--- config.mk ---
export PLATFORM = sky130hd
export DESIGN_NAME = bdgrq_fifo
export DESIGN_NICKNAME = d
export VERILOG_FILES = /design/src/rtl/core/assert_macros.svh /design/src/rtl/core/bdgrq_pkg.sv /design/src/rtl/core/bdgrq_fifo.sv
export SDC_FILE = /design/constraint.sdc
export NUM_CORES = 1
export LEC_CHECK = 0
export ABC_AREA = 1
export BUFFER_PORTS_ARGS = -buffer_cell sky130_fd_sc_hd__buf_2
export CAP_MARGIN = 20
export CORE_ASPECT_RATIO = 1.25
export CORE_MARGIN = 1
export CORE_UTILIZATION = 35
export DETAILED_ROUTE_END_ITERATION = 8
export GPL_TIMING_DRIVEN = 0
export SLEW_MARGIN = 20
export SYNTH_ARGS = -nofsm -noshare
export SYNTH_HDL_FRONTEND = slang
export SYNTH_SLANG_ARGS = --single-unit
--- constraint.sdc ---
create_clock -name clk -period 2.6 [get_ports clk]
set_input_delay 0.13 -clock clk [delete_from_list [all_inputs] [get_ports clk]]
set_output_delay 0.13 -clock clk [all_outputs]
set_load 0.005 [all_outputs]
--- src/rtl/core/assert_macros.svh ---
// Assertion macros for the block's top-level RTL file.
// Depends on nothing; included by the top level.
`ifndef ASSERT_MACROS_SVH
`define ASSERT_MACROS_SVH
// Implication checked on every rising clock edge outside reset.
`define CHK_IMPLY(label, clk, rst_n, ante, cons) \
  label: assert property (@(posedge clk) disable iff (!rst_n) (ante) |-> (cons)) \
    else $error("check failed");
// Next-cycle implication outside reset.
`define CHK_NEXT(label, clk, rst_n, ante, cons) \
  label: assert property (@(posedge clk) disable iff (!rst_n) (ante) |=> (cons)) \
    else $error("check failed");
`endif

--- src/rtl/core/bdgrq_pkg.sv ---
// Shared types and constants of the box downscale gray ramp quantiser.
// Depends on nothing.
package bdgrq_pkg;
  localparam int MAX_IMAGE_WIDTH  = 4096;
  localparam int MAX_IMAGE_HEIGHT = 4096;
  localparam int MAX_OUT_WIDTH    = 256;
  localparam int PW = 12;
  localparam int CW = 8;
  localparam int SUMW = 32;
  localparam int CNTW = 25;

  localparam logic [2:0] REG_IMAGE_WIDTH  = 3'd0;
  localparam logic [2:0] REG_IMAGE_HEIGHT = 3'd1;
  localparam logic [2:0] REG_OUT_WIDTH    = 3'd2;
  localparam logic [2:0] REG_OUT_HEIGHT   = 3'd3;
  localparam logic [2:0] REG_INVERT       = 3'd4;
  localparam logic [2:0] REG_PIXEL_FORMAT = 3'd5;
  localparam logic [2:0] REG_RAMP_LENGTH  = 3'd6;

  localparam logic [1:0] FMT_GRAY  = 2'd0;
  localparam logic [1:0] FMT_ALPHA = 2'd1;

  localparam logic [1:0] KIND_CELL  = 2'd0;
  localparam logic [1:0] KIND_BLANK = 2'd1;
  localparam logic [1:0] KIND_ROWS  = 2'd2;

  // Item passed from the front part to the back part.
  typedef struct packed {
    logic [7:0]    gray;
    logic [CW-1:0] cell_idx;
    logic          clear;
    logic          done;
    logic [12:0]   blank_rows;
    logic [12:0]   blank_cells;
    logic          row_end;
    logic          frame_end;
    logic          has_out;
  } work_t;
endpackage

--- src/rtl/core/bdgrq_fifo.sv ---
// Two-entry queue of work items between the front and back parts.
// Depends on bdgrq_pkg.
module bdgrq_fifo import bdgrq_pkg::*; (
  input  logic  clk,
  input  logic  rst_n,
  input  logic  push,
  input  work_t din,
  output logic  full,
  input  logic  pop,
  output logic  valid,
  output work_t dout
);
  work_t mem_r [2];
  logic  wp_r, rp_r;
  logic [1:0] n_r;

  always_ff @(posedge clk) begin
    if (!rst_n) begin
      wp_r <= 1'b0; rp_r <= 1'b0; n_r <= '0;
    end else begin
      if (push) wp_r <= ~wp_r;
      if (pop) rp_r <= ~rp_r;
      n_r <= n_r + 2'(push) - 2'(pop);
    end
  end

  always_ff @(posedge clk) begin
    if (push) mem_r[wp_r] <= din;
  end

  assign full = (n_r == 2'd2);
  assign valid = (n_r != 2'd0);
  assign dout = mem_r[rp_r];
endmodule

Word level (Yosys, flattened, before mapping)

Memories as Yosys holds them, arrays and structs flattened. A register that Yosys moved wholly into a read port is not among the register bits.
Cells that the tools add are included.

Multiplexer cells: 4
Equal/unequal tests: 1
Add/sub/neg operators: 2
Reduce and logical (&&, ||, !) cells: 1
Bitwise operators: 2

Operators with widths:

| operator                                    | number |
|---|---|
| 1-bit two-way mux                           | 4 |
| 2-bit by 1-bit adder with 2-bit output      | 1 |
| 2-bit equality test (second input constant) | 1 |
| 1-bit inverter                              | 2 |
| 2-bit nonzero test                          | 1 |
| 2-bit by 1-bit subtractor with 2-bit output | 1 |

Memories: 1
Bits in registers: 4
RAM bits: 94
Input bits: 51
Output and inout bits: 49
Word-level logic and storage cells: 14

Memories:

| name  | words | width | rd ports | clocked after memory_dff | wr ports | RTL line         | source |
|---|---|---|---|---|---|---|---|
| mem_r | 2     | 47    | 1        | 1                        | 1        | bdgrq_fifo.sv:13 | `work_t mem_r [2];` |

Logic depth before layout (Yosys ltp)

Gate-level depths: netlist of the first run.

Word-level depth: 3
Depth in mapped cells: 9
Depth with buffers taken out: 9

Worst setup path before layout of the first run

No wires, ideal clock.

Path type: reg2reg
Start point: reg wp_r
End point: mem mem_r[0][0] in the netlist's numbering (enable)
Arrival: 2294 ps
Setup time: 453 ps
Clock period less this slack: 2747 ps
Slack: -147 ps
Required time: 2147 ps
Cell stages (with the launch flop): 2
Buffers on the path: 0
Path through: dfxtp_1 nor2_1

RTL lines:

| what                     | RTL line         | source |
|---|---|---|
| start: declaration       | bdgrq_fifo.sv:14 | `logic wp_r, rp_r;` |
| start signal: assignment | bdgrq_fifo.sv:21 | `if (push) wp_r <= ~wp_r;` |
| end: declaration         | bdgrq_fifo.sv:13 |  |

No word-level cell before the write port.

==> reports/summary.txt, run 1 <==
status = completed
Initial Util = 36.5%
Tightest Pin Transition = 0.522 ns
met3 Track Usage GR = 2.45%
hpwl dp = 4280 um
final slew viol count = 0
Skew-Pair Late Insertion Delay = 0.33 ns
Power Density = 696 nW/um2
FILL cells = 907
Rows = 41
FF+latch count, synth = 99
Critical Path Source Type = register
Initial DRC Count = 56
DIE AREA = 11100 um2
DRC viols = 0
Finished Layout Cells = 473
core area = 10300 um2
met1 GRT Util = 13.2%
sequential area share after synthesis = 78.2%
fin crit period = 1.63 ns
Routed WL per cell = 14.0 um
drt first pass iters = 4
Die Y = 118 um
nets@finish = 392
most frequent cells in the layout = buf_2 (100), edfxtp_1 (94), dlygate4sd3_1 (47)
Fin. Hold Viols = 0
syn_area_per_cell = 20.9 um2
WP data arrival = 1.50 ns
Setup CP Type = reg2out
H-tree levels = 3
Ant. Diodes = 0
Via density = 4.37
area grow syn2layout = 40.9%
Hold Slack = 0.0439 ns
pin count of the biggest net entering global routing = 28
worst min path class = in2reg
initial antenna violation count = 0
met2 Use GR = 22.7%
CTS buffer count = 9
total overflow reported by the global router = 0
Final setup viols = 0
I/O Buffers = 99
Design Power = 0.00367 W
vias in the first global route = 2095
final setup TNS = 0 ns
Total Wirelength = 6610 um
max-cap viol count = 0
die width = 94.5 um
largest fanout on the critical path = 10
worst ir drop on vdd = 0.000422 V
Max Clock Skew = 0.00380 ns
Root Buffer = clkbuf_16
placed instance count = 410
syn nets = 232
Yosys cell types = 12
first-pass GRT wire length = 10300 um
GRT Resource Usage Total = 12.6%
CTS tree = yes
YS warnings = 0
CTS clk-pin slew, worst paths = 0.06 ns
routability cong. = 0.646
Leakage = 2.11 nW
Post-CTS Resized = 0
Tcrit/Tclk final = 62.6%
fin util = 51.4%
layout cell share with drive strength beyond 1 = 49.7%
Bufs on Longest Clock Path = 2
commonest non-fill, non-tap cell in the layout = buf_2
Routed Antenna Nets = 0
Mapped Area = 3740 um2
RSZ-0062 raised after global routing = no
# IOs = 100
Post-Synthesis Cells = 179
Max-slew headroom = 65.1%
CTS Sinks = 99
GRT busiest layer = met2
total number of vias = 2069
Worst Path Required = 2.47 ns
max frequency = 0.614 GHz
CP Capture Type = output port
cells in the mapped netlist, drive strengths merged:
| master | count | area, um2 |
|---|---|---|
| edfxtp | 94 | 2820 |
| mux2 | 47 | 642 |
| nand2 | 9 | 33.8 |
| nor2 | 8 | 30.0 |
| inv | 7 | 26.3 |
| buf | 5 | 50.0 |
| dfxtp | 5 | 100 |
| ha | 2 | 25.0 |
| a21oi | 1 | 5.00 |
| nand3 | 1 | 5.00 |
metrics by stage:
stage               area (um2)  worst slack, ns
floorplan                 3740            0.627
global placement          4400           -0.197
detailed placement        4480             1.06
CTS                       5270            0.944
global route              5270            0.881
finish                    5270            0.971
cell type report:
cell class | count | area [um2] | area share [%]
flip-flops and latches | 99 | 2920 | 55.5
repair buffers | 149 | 1040 | 19.8
multi-input cells | 68 | 748 | 14.2
clock buffers | 10 | 229 | 4.35
well taps | 129 | 161 | 3.06
clock inverters | 6 | 90.1 | 1.71
plain buffers | 5 | 50.0 | 0.950
inverters | 7 | 26.3 | 0.499
kinds of logic after synthesis:
kind of cell    Yosys count  share of synthesized area [%]
mux                      47                           17.2
fa+ha+maj                 2                          0.669
buf+inv                  12                           2.04
compound gates            1                          0.134
simple gates             18                           1.84
flops                    99                           78.2
state kept, by name, summed over array words and instances (netlist names), named ones only:
signal,cells
mem_r,94
n_r,2
rp_r,1
wp_r,1
path summary, 6_finish.rpt:
check        cells past startpoint  slack, ns         startpoint                      to
min                              3       0.04              rst_n       n_r[0]$_SDFF_PN0_
max reg2reg                      3       1.11  wp_r$_SDFFE_PN0P_  mem_r[1][35]$_DFFE_PP_
min reg2reg                      2       0.51  rp_r$_SDFFE_PN0P_       rp_r$_SDFFE_PN0P_
max                              4       0.97           register                dout[20]
power by group:
part / leakage [nW] / internal (W) / switching, W
Combinational: 1.04 / 0.000243 / 0.000171
Clock: 0.153 / 0.000844 / 0.000546
Sequential: 0.924 / 0.00184 / 0.0000218
Total: 2.11 / 0.00293 / 0.000739
worst max-delay path, cell delays in order, from the launching register on:
cell and delay, ns:
dfxtp_1 0.34, buf_6 0.17, buf_6 0.20, mux2_4 0.32, buf_2 0.13
routing by layer:
layer  part of all wire (%)  vias up
met1                     39     1001
met5                      0        -
met2                     54       55
li1                       -     1000
met4                    2.8        0
met3                    3.8       13
repair_timing:
| item | in CTS | in global routing |
|---|---|---|
| setup buffers | 0 | 0 |
| hold buffers | 47 | 0 |
| hold endpoints to repair | 94 | 0 |
Note: power is estimated with default switching activity, not from simulation.
==> run 2: changes to the inputs <==
clock period = 1.55 ns   (was 2.6 ns; I/O delays follow)
==> reports/summary.txt, run 2 (synthesized netlist as in run 1, its figures left out) <==
DRC viols = 0
Ant. Diodes = 0
area grow syn2layout = 45.1%
worst min path class = in2reg
DIE AREA = 11100 um2
worst hold start = pop
CTS buffer count = 9
Setup crit end = dout[2]
Power Density = 1200 nW/um2
layout cell share with drive strength beyond 1 = 50.4%
Initial DRC Count = 60
GRT Resource Usage Total = 12.4%
vias in the first global route = 2153
most frequent cells in the layout = buf_2 (99), edfxtp_1 (94), dlygate4sd3_1 (49)
Routed WL per cell = 13.5 um
worst r2r src = wp_r$_SDFFE_PN0P_
first-pass GRT wire length = 10100 um
total number of vias = 2087
routability cong. = 0.671
Bufs on Longest Clock Path = 2
Routed Antenna Nets = 0
Largest regs = mem_r: 94 flops, n_r: 2 flops
fin util = 52.9%
Final setup viols = 0
largest fanout on the critical path = 7
max-cap viol count = 0
# IOs = 100
Design Power = 0.00651 W
I/O Buffers = 99
RSZ-0062 raised after global routing = no
core area = 10300 um2
worst ir drop on vdd = 0.000625 V
Total Wirelength = 6480 um
Largest register FFs = 94
Skew-Pair Late Insertion Delay = 0.33 ns
Hold Slack = 0.0217 ns
Leakage = 2.18 nW
status = completed
Top reg by flops = mem_r
Die Y = 118 um
CTS tree = yes
Initial Util = 36.5%
pin count of the biggest net entering global routing = 30
Fin. Hold Viols = 0
final setup TNS = 0 ns
drt first pass iters = 3
Max-slew headroom = 67.4%
max frequency = 0.672 GHz
CTS clk-pin slew, worst paths = 0.06 ns
Setup CP Type = reg2out
Worst R2R End = mem_r[0][28]$_DFFE_PP_
total overflow reported by the global router = 0
Via density = 4.35
die width = 94.5 um
Worst R2R Setup Slack = 0.25 ns
Critical Path Source Type = register
nets@finish = 399
Tightest Pin Transition = 0.487 ns
initial antenna violation count = 0
Tcrit/Tclk final = 96.0%
H-tree levels = 3
Rows = 41
WP data arrival = 1.41 ns
fin crit period = 1.49 ns
commonest non-fill, non-tap cell in the layout = buf_2
hpwl dp = 4200 um
Worst Path Required = 1.47 ns
final slew viol count = 0
Root Buffer = clkbuf_16
Max Clock Skew = 0.00478 ns
CP Capture Type = output port
CTS Sinks = 99
R2R depth = 2
Finished Layout Cells = 480
placed instance count = 410
==> run 2: critical path, stage by stage (launching register included) <==
cell,delay (ns)
dfxtp_2,0.35
buf_12,0.14
buf_4,0.12
mux2_2,0.33
buf_2,0.13
==> run 2: worst min path at each step <==
| stage | to | slack, ns | cells after the start |
|---|---|---|---|
| after detailed placement | mem_r[0][24]$_DFFE_PP_ | 0.27 | 1 |
| after global placement | mem_r[1][10]$_DFFE_PP_ | 0.26 | 1 |
| after CTS | register | 0.003 | 3 |
| final | register | 0.02 | 3 |
| after global routing | register | 0.03 | 3 |
| after floorplan | n_r[0]$_SDFF_PN0_ | 0.17 | 2 |
==> run 2: final cells by class <==
cell class                      count  area [um2]
Clock buffer                       10         229
Timing Repair Buffer              156        1110
Inverter                            7        30.0
Buffer                              5        87.6
Multi-Input combinational cell     68         748
Clock inverter                      6         136
Fill cell                         858        4830
Sequential cell                    99        2920
Tap cell                          129         161
==> run 2: power breakdown <==
group / switching [W] / leakage, nW / internal, W
clock network: 0.000905 / 0.173 / 0.00175
registers: 0.0000369 / 0.924 / 0.00309
logic: 0.000289 / 1.08 / 0.000444
==> run 2: through the flow <==
step | setup slack (ns) | cell area [um2]
floorplan | 0.0465 | 3750
global placement | -0.469 | 4410
detailed placement | 0.0222 | 4480
CTS | 0.00590 | 5420
global route | 0.00731 | 5430
finish | 0.0613 | 5430
==> run 2: metal layers <==
| layer | GRT usage (%) | routed length (um) | share of wire (%) |
|---|---|---|---|
| met3 | 3.10 | 274 | 4.2 |
| met5 | 0 | 0 | 0 |
| met2 | 22.1 | 3560 | 55 |
| met4 | 6.82 | 153 | 2.4 |
| met1 | 12.9 | 2490 | 38 |
==> run 2: repair_timing <==
action / CTS / global route
setup endpoints to repair: 30 / 34
pin swaps: 0 / 0
hold endpoints to repair: 97 / 0
gates resized for setup: 9 / 1
setup buffers: 4 / 1
hold buffers: 49 / 0
