--- config.mk ---
export PLATFORM = sky130hd
export DESIGN_NAME = bdgrq_front
export DESIGN_NICKNAME = d
export VERILOG_FILES = /design/src/rtl/core/assert_macros.svh /design/src/rtl/core/bdgrq_pkg.sv /design/src/rtl/core/bdgrq_divu.sv /design/src/rtl/core/bdgrq_front.sv
export SDC_FILE = /design/constraint.sdc
export NUM_CORES = 2
export LEC_CHECK = 0
export ABC_AREA = 1
export BUFFER_PORTS_ARGS = -buffer_cell sky130_fd_sc_hd__buf_2
export CAP_MARGIN = 40
export CORE_MARGIN = 10
export CORE_UTILIZATION = 50
export CTS_CLUSTER_SIZE = 20
export DETAILED_ROUTE_END_ITERATION = 8
export PLACE_DENSITY = 0.63
export SLEW_MARGIN = 20
export SYNTH_ARGS = -nofsm -noshare
export SYNTH_HDL_FRONTEND = slang
export SYNTH_SLANG_ARGS = --single-unit
--- constraint.sdc ---
create_clock -name clk -period 21.8 [get_ports clk]
set_clock_uncertainty 0.1 [all_clocks]
set_input_delay 4.36 -clock clk [delete_from_list [all_inputs] [get_ports clk]]
set_output_delay 4.36 -clock clk [all_outputs]
set_load 0.01 [all_outputs]
--- src/rtl/core/assert_macros.svh ---
// Assertion macros for the block's top-level RTL file.
// Depends on nothing; included by the top level.
`ifndef ASSERT_MACROS_SVH
`define ASSERT_MACROS_SVH
// Implication checked on every rising clock edge outside reset.
`define CHK_IMPLY(label, clk, rst_n, ante, cons) \
  label: assert property (@(posedge clk) disable iff (!rst_n) (ante) |-> (cons)) \
    else $error("check failed");
// Next-cycle implication outside reset.
`define CHK_NEXT(label, clk, rst_n, ante, cons) \
  label: assert property (@(posedge clk) disable iff (!rst_n) (ante) |=> (cons)) \
    else $error("check failed");
`endif

--- src/rtl/core/bdgrq_pkg.sv ---
// Shared types and constants of the box downscale gray ramp quantiser.
// Depends on nothing.
package bdgrq_pkg;
  localparam int MAX_IMAGE_WIDTH  = 4096;
  localparam int MAX_IMAGE_HEIGHT = 4096;
  localparam int MAX_OUT_WIDTH    = 256;
  localparam int PW = 12;
  localparam int CW = 8;
  localparam int SUMW = 32;
  localparam int CNTW = 25;

  localparam logic [2:0] REG_IMAGE_WIDTH  = 3'd0;
  localparam logic [2:0] REG_IMAGE_HEIGHT = 3'd1;
  localparam logic [2:0] REG_OUT_WIDTH    = 3'd2;
  localparam logic [2:0] REG_OUT_HEIGHT   = 3'd3;
  localparam logic [2:0] REG_INVERT       = 3'd4;
  localparam logic [2:0] REG_PIXEL_FORMAT = 3'd5;
  localparam logic [2:0] REG_RAMP_LENGTH  = 3'd6;

  localparam logic [1:0] FMT_GRAY  = 2'd0;
  localparam logic [1:0] FMT_ALPHA = 2'd1;

  localparam logic [1:0] KIND_CELL  = 2'd0;
  localparam logic [1:0] KIND_BLANK = 2'd1;
  localparam logic [1:0] KIND_ROWS  = 2'd2;

  // Item passed from the front part to the back part.
  typedef struct packed {
    logic [7:0]    gray;
    logic [CW-1:0] cell_idx;
    logic          clear;
    logic          done;
    logic [12:0]   blank_rows;
    logic [12:0]   blank_cells;
    logic          row_end;
    logic          frame_end;
    logic          has_out;
  } work_t;
endpackage

--- src/rtl/core/bdgrq_divu.sv ---
// Sequential restoring divider, one quotient bit a cycle.
// Depends on bdgrq_pkg.
module bdgrq_divu import bdgrq_pkg::*; (
  input  logic        clk,
  input  logic        rst_n,
  input  logic        start,
  input  logic [39:0] num,
  input  logic [39:0] den,
  output logic        busy,
  output logic [39:0] quo
);
  logic [39:0] q_r, q_nxt, rem_r, rem_nxt, d_r;
  logic [40:0] trial;
  logic [5:0]  cnt_r;
  logic        busy_r;

  // One restoring step per cycle.
  always_comb begin
    trial = {rem_r, q_r[39]};
    rem_nxt = trial[39:0];
    q_nxt = {q_r[38:0], 1'b0};
    if (trial >= {1'b0, d_r}) begin
      rem_nxt = 40'(trial - {1'b0, d_r});
      q_nxt[0] = 1'b1;
    end
  end

  always_ff @(posedge clk) begin
    if (!rst_n) begin
      busy_r <= 1'b0;
      cnt_r <= '0;
    end else if (start) begin
      busy_r <= 1'b1;
      cnt_r <= 6'd40;
    end else if (busy_r) begin
      cnt_r <= cnt_r - 6'd1;
      if (cnt_r == 6'd1) busy_r <= 1'b0;
    end
  end

  always_ff @(posedge clk) begin
    if (start) begin
      q_r <= num;
      rem_r <= '0;
      d_r <= den;
    end else if (busy_r) begin
      q_r <= q_nxt;
      rem_r <= rem_nxt;
    end
  end

  assign busy = busy_r;
  assign quo = q_r;
endmodule

--- src/rtl/core/bdgrq_front.sv ---
// Front part: frame geometry, pixel position, cell bounds and gray value.
// Depends on bdgrq_pkg and bdgrq_divu.
module bdgrq_front import bdgrq_pkg::*; (
  input  logic        clk,
  input  logic        rst_n,
  input  logic [12:0] image_width,
  input  logic [12:0] image_height,
  input  logic [8:0]  out_width,
  input  logic [12:0] out_height,
  input  logic [1:0]  pixel_format,
  input  logic        in_valid,
  output logic        in_stall,
  input  logic [7:0]  in_red,
  input  logic [7:0]  in_green,
  input  logic [7:0]  in_blue,
  output logic        q_push,
  input  logic        q_full,
  output work_t       q_item
);
  typedef enum logic [9:0] {
    S_IDLE = 10'b0000000001, S_LATCH = 10'b0000000010, S_OH = 10'b0000000100,
    S_BAND = 10'b0000001000, S_CELL = 10'b0000010000, S_BND = 10'b0000100000,
    S_PREV = 10'b0001000000, S_GRAY = 10'b0010000000, S_PUSH = 10'b0100000000,
    S_WAIT = 10'b1000000000
  } st_t;

  st_t st_r;
  logic [PW:0] pc_r, pr_r, gw_r, gh_r, oh_r;
  logic [8:0]  gow_r;
  logic [7:0]  red_r, green_r, blue_r;
  logic [PW:0] band_r, cell_r, ys_r, ye_r, xs_r, xe_r, pb_r, pc2_r;
  logic [3:0]  step_r;
  logic        dstart;
  logic [39:0] dnum, dden, dquo;
  logic        dbusy;
  logic [12:0] w_c, h_c;
  logic [8:0]  ow_c;
  logic [17:0] gsum;
  logic [36:0] gmul;
  logic [7:0]  gray_q;
  logic [PW:0] pcol, prow;
  work_t       item_r;

  bdgrq_divu u_div (.clk, .rst_n, .start(dstart), .num(dnum), .den(dden),
                    .busy(dbusy), .quo(dquo));

  // Clamped live geometry values, combinational.
  assign w_c = (image_width == '0) ? 13'd1 :
               (image_width > 13'(MAX_IMAGE_WIDTH)) ? 13'(MAX_IMAGE_WIDTH) : image_width;
  assign h_c = (image_height == '0) ? 13'd1 :
               (image_height > 13'(MAX_IMAGE_HEIGHT)) ? 13'(MAX_IMAGE_HEIGHT) : image_height;
  assign ow_c = (out_width == '0) ? 9'd1 :
                (out_width > 9'(MAX_OUT_WIDTH)) ? 9'(MAX_OUT_WIDTH) : out_width;

  assign in_stall = (st_r != S_IDLE);
  assign pcol = (pc_r >= gw_r) ? '0 : pc_r;
  assign prow = (pr_r >= gh_r) ? '0 : pr_r;
  assign gsum = 18'(299 * red_r) + 18'(587 * green_r) + 18'(114 * blue_r);

  // Division of the weighted sum by 1000 through a reciprocal multiplication,
  // exact for every sum below 256000.
  assign gmul = 37'(gsum) * 37'd268436;
  assign gray_q = gmul[35:28];

  // Divider operand selection by step.
  always_comb begin
    dnum = '0;
    dden = 40'd1;
    unique case (step_r)
      4'd0: begin dnum = 40'(h_c) * 40'(ow_c); dden = 40'(w_c) * 40'd2; end
      4'd1: begin dnum = 40'((40'(pr_r) + 1) * 40'(oh_r) - 1); dden = 40'(gh_r); end
      4'd2: begin dnum = 40'((40'(pc_r) + 1) * 40'(gow_r) - 1); dden = 40'(gw_r); end
      4'd3: begin dnum = 40'(band_r) * 40'(gh_r); dden = 40'(oh_r); end
      4'd4: begin dnum = (40'(band_r) + 1) * 40'(gh_r); dden = 40'(oh_r); end
      4'd5: begin dnum = 40'(cell_r) * 40'(gw_r); dden = 40'(gow_r); end
      4'd6: begin dnum = (40'(cell_r) + 1) * 40'(gw_r); dden = 40'(gow_r); end
      4'd7: begin dnum = 40'(ys_r) * 40'(oh_r) - 1; dden = 40'(gh_r); end
      4'd8: begin dnum = 40'(xs_r) * 40'(gow_r) - 1; dden = 40'(gw_r); end
      default: ;
    endcase
  end

  assign dstart = (st_r == S_OH || st_r == S_BAND || st_r == S_CELL ||
                   st_r == S_BND || st_r == S_PREV) && !dbusy
                  && step_r[3:0] != 4'd15;

  // Sequencer: one divider job per step, results collected afterwards.
  always_ff @(posedge clk) begin
    if (!rst_n) begin
      st_r <= S_IDLE; step_r <= '0;
      pc_r <= '0; pr_r <= '0; gw_r <= 13'd1; gh_r <= 13'd1; gow_r <= 9'd1;
      oh_r <= '0;
    end else begin
      unique case (st_r)
        S_IDLE: if (in_valid) begin
          red_r <= in_red; green_r <= in_green; blue_r <= in_blue;
          if (pc_r == '0 && pr_r == '0) begin
            gw_r <= w_c; gh_r <= h_c; gow_r <= ow_c;
            if (out_height == '0) begin
              step_r <= 4'd0; st_r <= S_OH;
            end else begin
              // A given row count saturates like a derived one.
              oh_r <= (out_height > 13'(MAX_IMAGE_HEIGHT)) ? 13'(MAX_IMAGE_HEIGHT)
                                                          : out_height;
              st_r <= S_LATCH;
            end
          end else st_r <= S_LATCH;
        end
        S_LATCH: begin
          pc_r <= pcol; pr_r <= prow;
          step_r <= 4'd1;
          st_r <= (oh_r == '0) ? S_GRAY : S_BAND;
        end
        S_OH: begin
          st_r <= S_WAIT; step_r <= 4'd15;
        end
        S_BAND, S_CELL, S_BND, S_PREV: begin
          st_r <= S_WAIT;
        end
        S_WAIT: if (!dbusy && !dstart) begin
          case (step_r)
            4'd15: begin
              oh_r <= (dquo > 40'(MAX_IMAGE_HEIGHT)) ? 13'(MAX_IMAGE_HEIGHT) : 13'(dquo);
              st_r <= S_LATCH;
            end
            4'd1: begin
              band_r <= (dquo > 40'(oh_r - 1)) ? 13'(oh_r - 1) : 13'(dquo);
              step_r <= 4'd2; st_r <= S_CELL;
            end
            4'd2: begin
              cell_r <= (dquo > 40'(gow_r - 1)) ? 13'(gow_r - 1) : 13'(dquo);
              step_r <= 4'd3; st_r <= S_BND;
            end
            4'd3: begin ys_r <= 13'(dquo); step_r <= 4'd4; st_r <= S_BND; end
            4'd4: begin ye_r <= 13'(dquo); step_r <= 4'd5; st_r <= S_BND; end
            4'd5: begin xs_r <= 13'(dquo); step_r <= 4'd6; st_r <= S_BND; end
            4'd6: begin
              xe_r <= 13'(dquo);
              step_r <= 4'd7; st_r <= S_PREV;
            end
            4'd7: begin
              pb_r <= (dquo > 40'(oh_r - 1)) ? 13'(oh_r - 1) : 13'(dquo);
              step_r <= 4'd8; st_r <= S_PREV;
            end
            4'd8: begin
              pc2_r <= (dquo > 40'(gow_r - 1)) ? 13'(gow_r - 1) : 13'(dquo);
              st_r <= S_GRAY;
            end
            default: st_r <= S_GRAY;
          endcase
        end
        // Gray value and the classification of the pixel's cell.
        S_GRAY: begin
          item_r.gray <= (pixel_format == FMT_GRAY) ? red_r :
                         (pixel_format == FMT_ALPHA) ? 8'd0 : gray_q;
          item_r.cell_idx <= CW'(cell_r);
          item_r.clear <= (pr_r == ys_r) && (pc_r == xs_r);
          item_r.done <= (pr_r + 1 == ye_r) && (pc_r + 1 == xe_r);
          item_r.blank_rows <= (xs_r != '0) ? '0 :
                               (ys_r == '0) ? band_r : 13'(band_r - pb_r - 1);
          item_r.blank_cells <= (xs_r == '0) ? cell_r : 13'(cell_r - pc2_r - 1);
          item_r.row_end <= (cell_r + 1 == 13'(gow_r));
          item_r.frame_end <= (cell_r + 1 == 13'(gow_r)) && (band_r + 1 == oh_r);
          item_r.has_out <= (oh_r != '0);
          st_r <= S_PUSH;
        end
        S_PUSH: if (!q_full) begin
          if (pc_r + 1 >= gw_r) begin
            pc_r <= '0;
            pr_r <= (pr_r + 1 >= gh_r) ? '0 : pr_r + 1;
          end else pc_r <= pc_r + 1;
          st_r <= S_IDLE;
        end
        default: st_r <= S_IDLE;
      endcase
    end
  end

  assign q_push = (st_r == S_PUSH) && !q_full;
  assign q_item = item_r;
endmodule

Yosys cells after proc, flatten, opt, wreduce, memory -nomap -nowiden
Cells that the tools add are included.

Input port bits: 78. Register bits: 390. Logic and storage cells: 234. Output and inout bits: 49.

Add/subtract/negate cells: 24. $lt $le $gt $ge: 12. Multiplexer cells: 54. Eq/ne operators: 40. Bitwise operators: 1. Reduce and logical (&&, ||, !) cells: 56. Multipliers: 13.

Operators by type and width (count): case mux 40 bit (9 select lines) (1); two-way mux 13 bit (22); two-way mux 40 bit (3); adder 13 x 1 -> 14 bit, second input constant (8); zero test 13 bit (8); multiplier 14 x 13 -> 27 bit (3); > comparator 40 bit (2); multiplier 13 x 13 -> 26 bit (3); case mux 13 bit (2 select lines) (3); case mux 14 bit (5 select lines) (1); case mux 10 bit (6 select lines) (1); multiplier 13 x 9 -> 22 bit (2); greater-or-equal comparator 41 x 40 -> 1 bit (1); > comparator 40 x 13 -> 1 bit, second input constant (1); two-way mux 10 bit (4); subtractor 40 bit (1); > comparator 13 bit, second input constant (3); AND reduction 4 bit (9); multiplier 18 x 17 -> 34 bit, second input constant (1); == test 32 x 13 -> 1 bit (1); greater-or-equal comparator 32 x 13 -> 1 bit (1); case mux 8 bit (4 select lines) (1); == test 14 x 13 -> 1 bit (2); case mux 4 bit (7 select lines) (1); other kinds (64) (117).

Longest topological paths before layout
Word-level depth: 11. Depth in mapped cells: 51.

Modules after synthesis
Synthesis repeated with hierarchy kept, for this count alone.

Cell total of the unflattened synthesis: 11402. Area total of the unflattened synthesis: 84551.1 um2.

By module, submodules not included: bdgrq_front (cells each 10155, area each 76050.4 um2, seq. area each 7016.7 um2, times used 1); bdgrq_divu (cells each 1247, area each 8500.7 um2, seq. area each 3343.2 um2, times used 1).

Worst setup path before layout
Ideal clock, no wire load.

Kind: register -> register. Start: register blue_r[0]. End: register item_r, in the netlist q_item[41] (data pin). Period minus slack after synthesis: 10158 ps. Slack: 11642 ps. Data arrival time: 9797 ps. Cell stages (with the launch flop): 44. Data required time: 21439 ps. Path buffers: 0. Path through: edfxtp_1 -> fa_1 -> inv_1 -> fa_1 -> inv_1 -> ha_1 -> ha_1 -> inv_1 -> fa_1 -> xnor2_1 -> ha_1 -> fa_1 -> inv_1 -> fa_1 -> fa_1 -> inv_1 -> ha_1 -> nand2_1 -> [8 not listed] -> fa_1 -> inv_1 -> fa_1 -> inv_1 -> fa_1 -> inv_1 -> fa_1 -> inv_1 -> ha_1 -> a21oi_1 -> o21ai_0 -> nand3_1 -> nand3_1 -> a21oi_1 -> nand2_1 -> or2_2 -> nand3_1 -> o21ai_0.

Longest elaborated chain between the ends: 5.

Ends and longest elaborated chain: from (decl) (line bdgrq_front.sv:30) `logic [7:0] red_r, green_r, blue_r;`; from (signal assigned) (line bdgrq_front.sv:96) `red_r <= in_red; green_r <= in_green; blue_r <= in_blue;`; multiplier 6 x 8 -> 14 bit (line bdgrq_front.sv:58) `assign gsum = 18'(299 * red_r) + 18'(587 * green_r) + 18'(114 * blue_r);`; adder 18 x 15 -> 18 bit (line bdgrq_front.sv:58); multiplier 18 x 17 -> 34 bit (line bdgrq_front.sv:62) `assign gmul = 37'(gsum) * 37'd268436;`; two-way mux 8 bit (line bdgrq_front.sv:155) `(pixel_format == FMT_ALPHA) ? 8'd0 : gray_q;`; two-way mux 8 bit (line bdgrq_front.sv:154) `item_r.gray <= (pixel_format == FMT_GRAY) ? red_r :`; to (decl) (line bdgrq_front.sv:42) `work_t item_r;`.

No other way between the ends. A chain may end at the register's enable or synchronous reset.

Worst setup path in the final report
Ends and elaborated chain as after synthesis.

==> impl_metrics.json <==
{
  "antenna_left": 0,
  "synth_compound_area_share_pct": 6.57,
  "via_count_of_the_first_global_routing_pass": 77410,
  "cts_tree": "done",
  "port_buffers": 126,
  "postLayoutCoreUtil_pct": 53.6,
  "maxSlewHeadroom_pct": 35.7,
  "first_pass_iters": 7,
  "gr_layer_usage_met2_pct": 53.4,
  "die_width_um": 429,
  "synth_edf_count": 229,
  "arrival_ns": 11.39,
  "synth-async-reset-ratio_pct": 0,
  "initial_core_util_pct": 50.5,
  "hold_depth": 2,
  "worstReg2RegEnd": "q_item[41]",
  "critPathKind": "flip-flop to flip-flop",
  "ctsResizeCount": 0,
  "worst_r2r_startpoint": "blue_r[0]",
  "cts.hold.buffers_added": 0,
  "layout-drive-gt1-share_pct": 4.74,
  "grt_overflow_total": 0,
  "mostFrequentLayoutCells": "sky130_fd_sc_hd__nand2_1 (2977), sky130_fd_sc_hd__inv_1 (2428), sky130_fd_sc_hd__fa_1 (1141), sky130_fd_sc_hd__ha_1 (1077), sky130_fd_sc_hd__nor2_1 (841)",
  "final.min_clock_period_ns": 11.06,
  "worst_path_largest_cell_delay_ns": 0.64,
  "area_growth_syn_to_layout_pct": 6.10,
  "grt_setup_unrepaired": "false",
  "post_synthesis_sequential_element_count": 364,
  "layout.cells.non_filler": 13613,
  "muxShareOfSynthArea_pct": 0,
  "clock-sinks": 364,
  "final_common_cell": "sky130_fd_sc_hd__nand2_1",
  "fmax_mhz": 90.4,
  "floorplan.die.height_um": 429,
  "critical_path.startpoint": "blue_r[0]",
  "final-hold-violation-count": 0,
  "crit_path_max_fanout": 6,
  "worst_ep_required_time_ns": 22.13,
  "endpoint": "q_item[41]",
  "clock_tree_root_driver_cell": "sky130_fd_sc_hd__clkbuf_16",
  "grt_pass1_wl_mm": 472,
  "synth_area_um2": 83600,
  "synth-warning-count": 0,
  "synth-xor-area-share_pct": 1.46,
  "grt_max_degree": 61,
  "post-cts-setup-buffer-count": 0,
  "core_area_um2": 166000,
  "regToRegSetupSlack_ns": 10.74,
  "setup_viol_count_final": 0,
  "synthCells": 11389,
  "worst_pin_slew_ns": 0.956,
  "globalplace.congestion": 1.02,
  "avg_synthesized_cell_area_um2": 7.34,
  "place_ws_ns": 10.69,
  "post_synth_and_or_nand_nor_area_fraction_pct": 24.2,
  "clk_path_buf_depth": 3,
  "io-pin-count": 127,
  "grt.busiest_layer": "met2",
  "fin_nets": 13677,
  "dominant_combinational_cell_family_by_area_after_synthesis": "adder cells",
  "min_path_type": "flip-flop to flip-flop",
  "critical_path.startpoint_type": "flip-flop",
  "cpMaxStageDelayCell": "sky130_fd_sc_hd__xor2_1",
  "dp.final_hpwl_mm": 253,
  "grt_antenna_before_repair": 12,
  "finalWorstSetupSlack_ns": 10.74,
  "fin_crit_sh_pct": 50.7,
  "most_instantiated_flip_flop_cell_in_the_synthesis_netlist": "sky130_fd_sc_hd__edfxtp_1",
  "grt_use_met1_pct": 41.9,
  "drt-vias-per-instance": 5.60,
  "core.rowCount": 149,
  "timing.critical_path.to_type": "flip-flop",
  "synth.yosys.seq_area_share_pct": 11.5,
  "grt.total_usage_pct": 33.3,
  "drc_errors": 0,
  "htree_num_levels": 2,
  "timing.critical_path.mode_cell": "sky130_fd_sc_hd__fa_1",
  "reg2regPathDepth": 43,
  "vias": 76170,
  "slew_viol_final": 0,
  "clock_buffers_created_by_tritoncts": 48,
  "path_clk_slew_ns": 0.07,
  "outcome": "finished, final reports clean",
  "drt_wl_total_mm": 310,
  "global_route.usage.met3_pct": 6.47,
  "clk_latency_ns": 0.68,
  "synth_cell_types": 67,
  "placedCellCount": 13509,
  "number_of_nets_produced_by_synthesis": 13685,
  "drt_iter0_drc": 6467,
  "synth-adder-area-share_pct": 43.5,
  "tns_ns": 0,
  "die_area_um2": 184000,
  "drt-wirelength-per-cell_um": 22.8,
  "max_cap_viol_count": 0
}
==> stage by stage <==
| step | instance area [um2] | hold slack [ns] |
|---|---|---|
| 6_report | 88700 | 0.363 |
| 5_1_grt | 88700 | 0.401 |
| 4_1_cts | 88500 | 0.371 |
| 3_5_place_dp | 86800 | 0.360 |
| 3_3_place_gp | 86500 | 0.352 |
| 2_1_floorplan | 83600 | 0.341 |
==> worst min path at each step <==
stage,from,endpoint,slack (ns)
after floorplan,u_div.cnt_r[1],u_div.cnt_r[1],0.34
after global placement,u_div.cnt_r[1],u_div.cnt_r[1],0.35
after detailed placement,u_div.cnt_r[1],u_div.cnt_r[1],0.36
after CTS,u_div.cnt_r[1],u_div.cnt_r[1],0.37
after global routing,u_div.rem_r[6],u_div.rem_r[6],0.40
final,u_div.cnt_r[1],u_div.cnt_r[1],0.36
==> synthesized netlist by cell type, types with 33 or more instances <==
| cell | number | area, um2 |
|---|---|---|
| sky130_fd_sc_hd__nand2_1 | 2977 | 11200 |
| sky130_fd_sc_hd__inv_1 | 2429 | 9120 |
| sky130_fd_sc_hd__fa_1 | 1141 | 22800 |
| sky130_fd_sc_hd__ha_1 | 1077 | 13500 |
| sky130_fd_sc_hd__nor2_1 | 843 | 3160 |
| sky130_fd_sc_hd__nand3_1 | 518 | 2590 |
| sky130_fd_sc_hd__a21oi_1 | 485 | 2430 |
| sky130_fd_sc_hd__o21ai_0 | 313 | 1570 |
| sky130_fd_sc_hd__clkbuf_1 | 232 | 871 |
| sky130_fd_sc_hd__edfxtp_1 | 229 | 6880 |
| sky130_fd_sc_hd__nand4_1 | 137 | 857 |
| sky130_fd_sc_hd__dfxtp_1 | 135 | 2700 |
| sky130_fd_sc_hd__nor3_1 | 116 | 581 |
| sky130_fd_sc_hd__xor2_1 | 93 | 815 |
| sky130_fd_sc_hd__nand3b_1 | 71 | 533 |
| sky130_fd_sc_hd__buf_2 | 50 | 250 |
| sky130_fd_sc_hd__buf_1 | 49 | 184 |
| sky130_fd_sc_hd__or2_2 | 43 | 269 |
| sky130_fd_sc_hd__xnor2_1 | 43 | 377 |
| sky130_fd_sc_hd__nor4_1 | 38 | 238 |
| sky130_fd_sc_hd__o21bai_1 | 38 | 285 |
| sky130_fd_sc_hd__inv_2 | 33 | 124 |
==> layer usage <==
layer	wire length [um]	part of all wire [%]
met4	21300	6.9
met5	33	0.011
met1	123000	40
met2	139000	45
met3	26600	8.6
==> cell type report <==
class / instances / area [um2]
clock inverter: 39 / 500
timing repair buffer: 287 / 1980
antenna: 3 / 7.51
fill: 16360 / 76900
inverter: 2487 / 9340
tap: 2189 / 2740
clock buffer: 51 / 1210
multi-input combinational: 8193 / 63300
sequential: 364 / 9580
==> worst max-delay path: cells and delay by family (launching register included) <==
family,cells,cell delay [ns]
AOI/OAI and AO/OA,8,1.37
DFF,1,0.46
xor gates and xnor gates,2,0.82
and+or+nand+nor,8,0.88
buffers and inverters,9,0.45
adders and majority gates,16,6.74
==> logic make-up after synthesis <==
group | Yosys count
simple gates | 4835
buf+inv | 2832
fa+ha+maj | 2218
compound gates | 1002
flops | 364
xor+xnor | 138
==> sequential cells by signal (all words and copies together) (netlist names), 9 cells and up <==
register,count
q_item,47
u_div.quo,40
u_div.rem_r,40
u_div.d_r,14
band_r,13
cell_r,13
gh_r,13
gw_r,13
oh_r,13
pb_r,13
pc2_r,13
pc_r,13
pr_r,13
xe_r,13
xs_r,13
ye_r,13
ys_r,13
st_r,10
gow_r,9
Power is not shown: default switching activity piles up to over one toggle a cycle in this logic, so the estimate is an artifact.
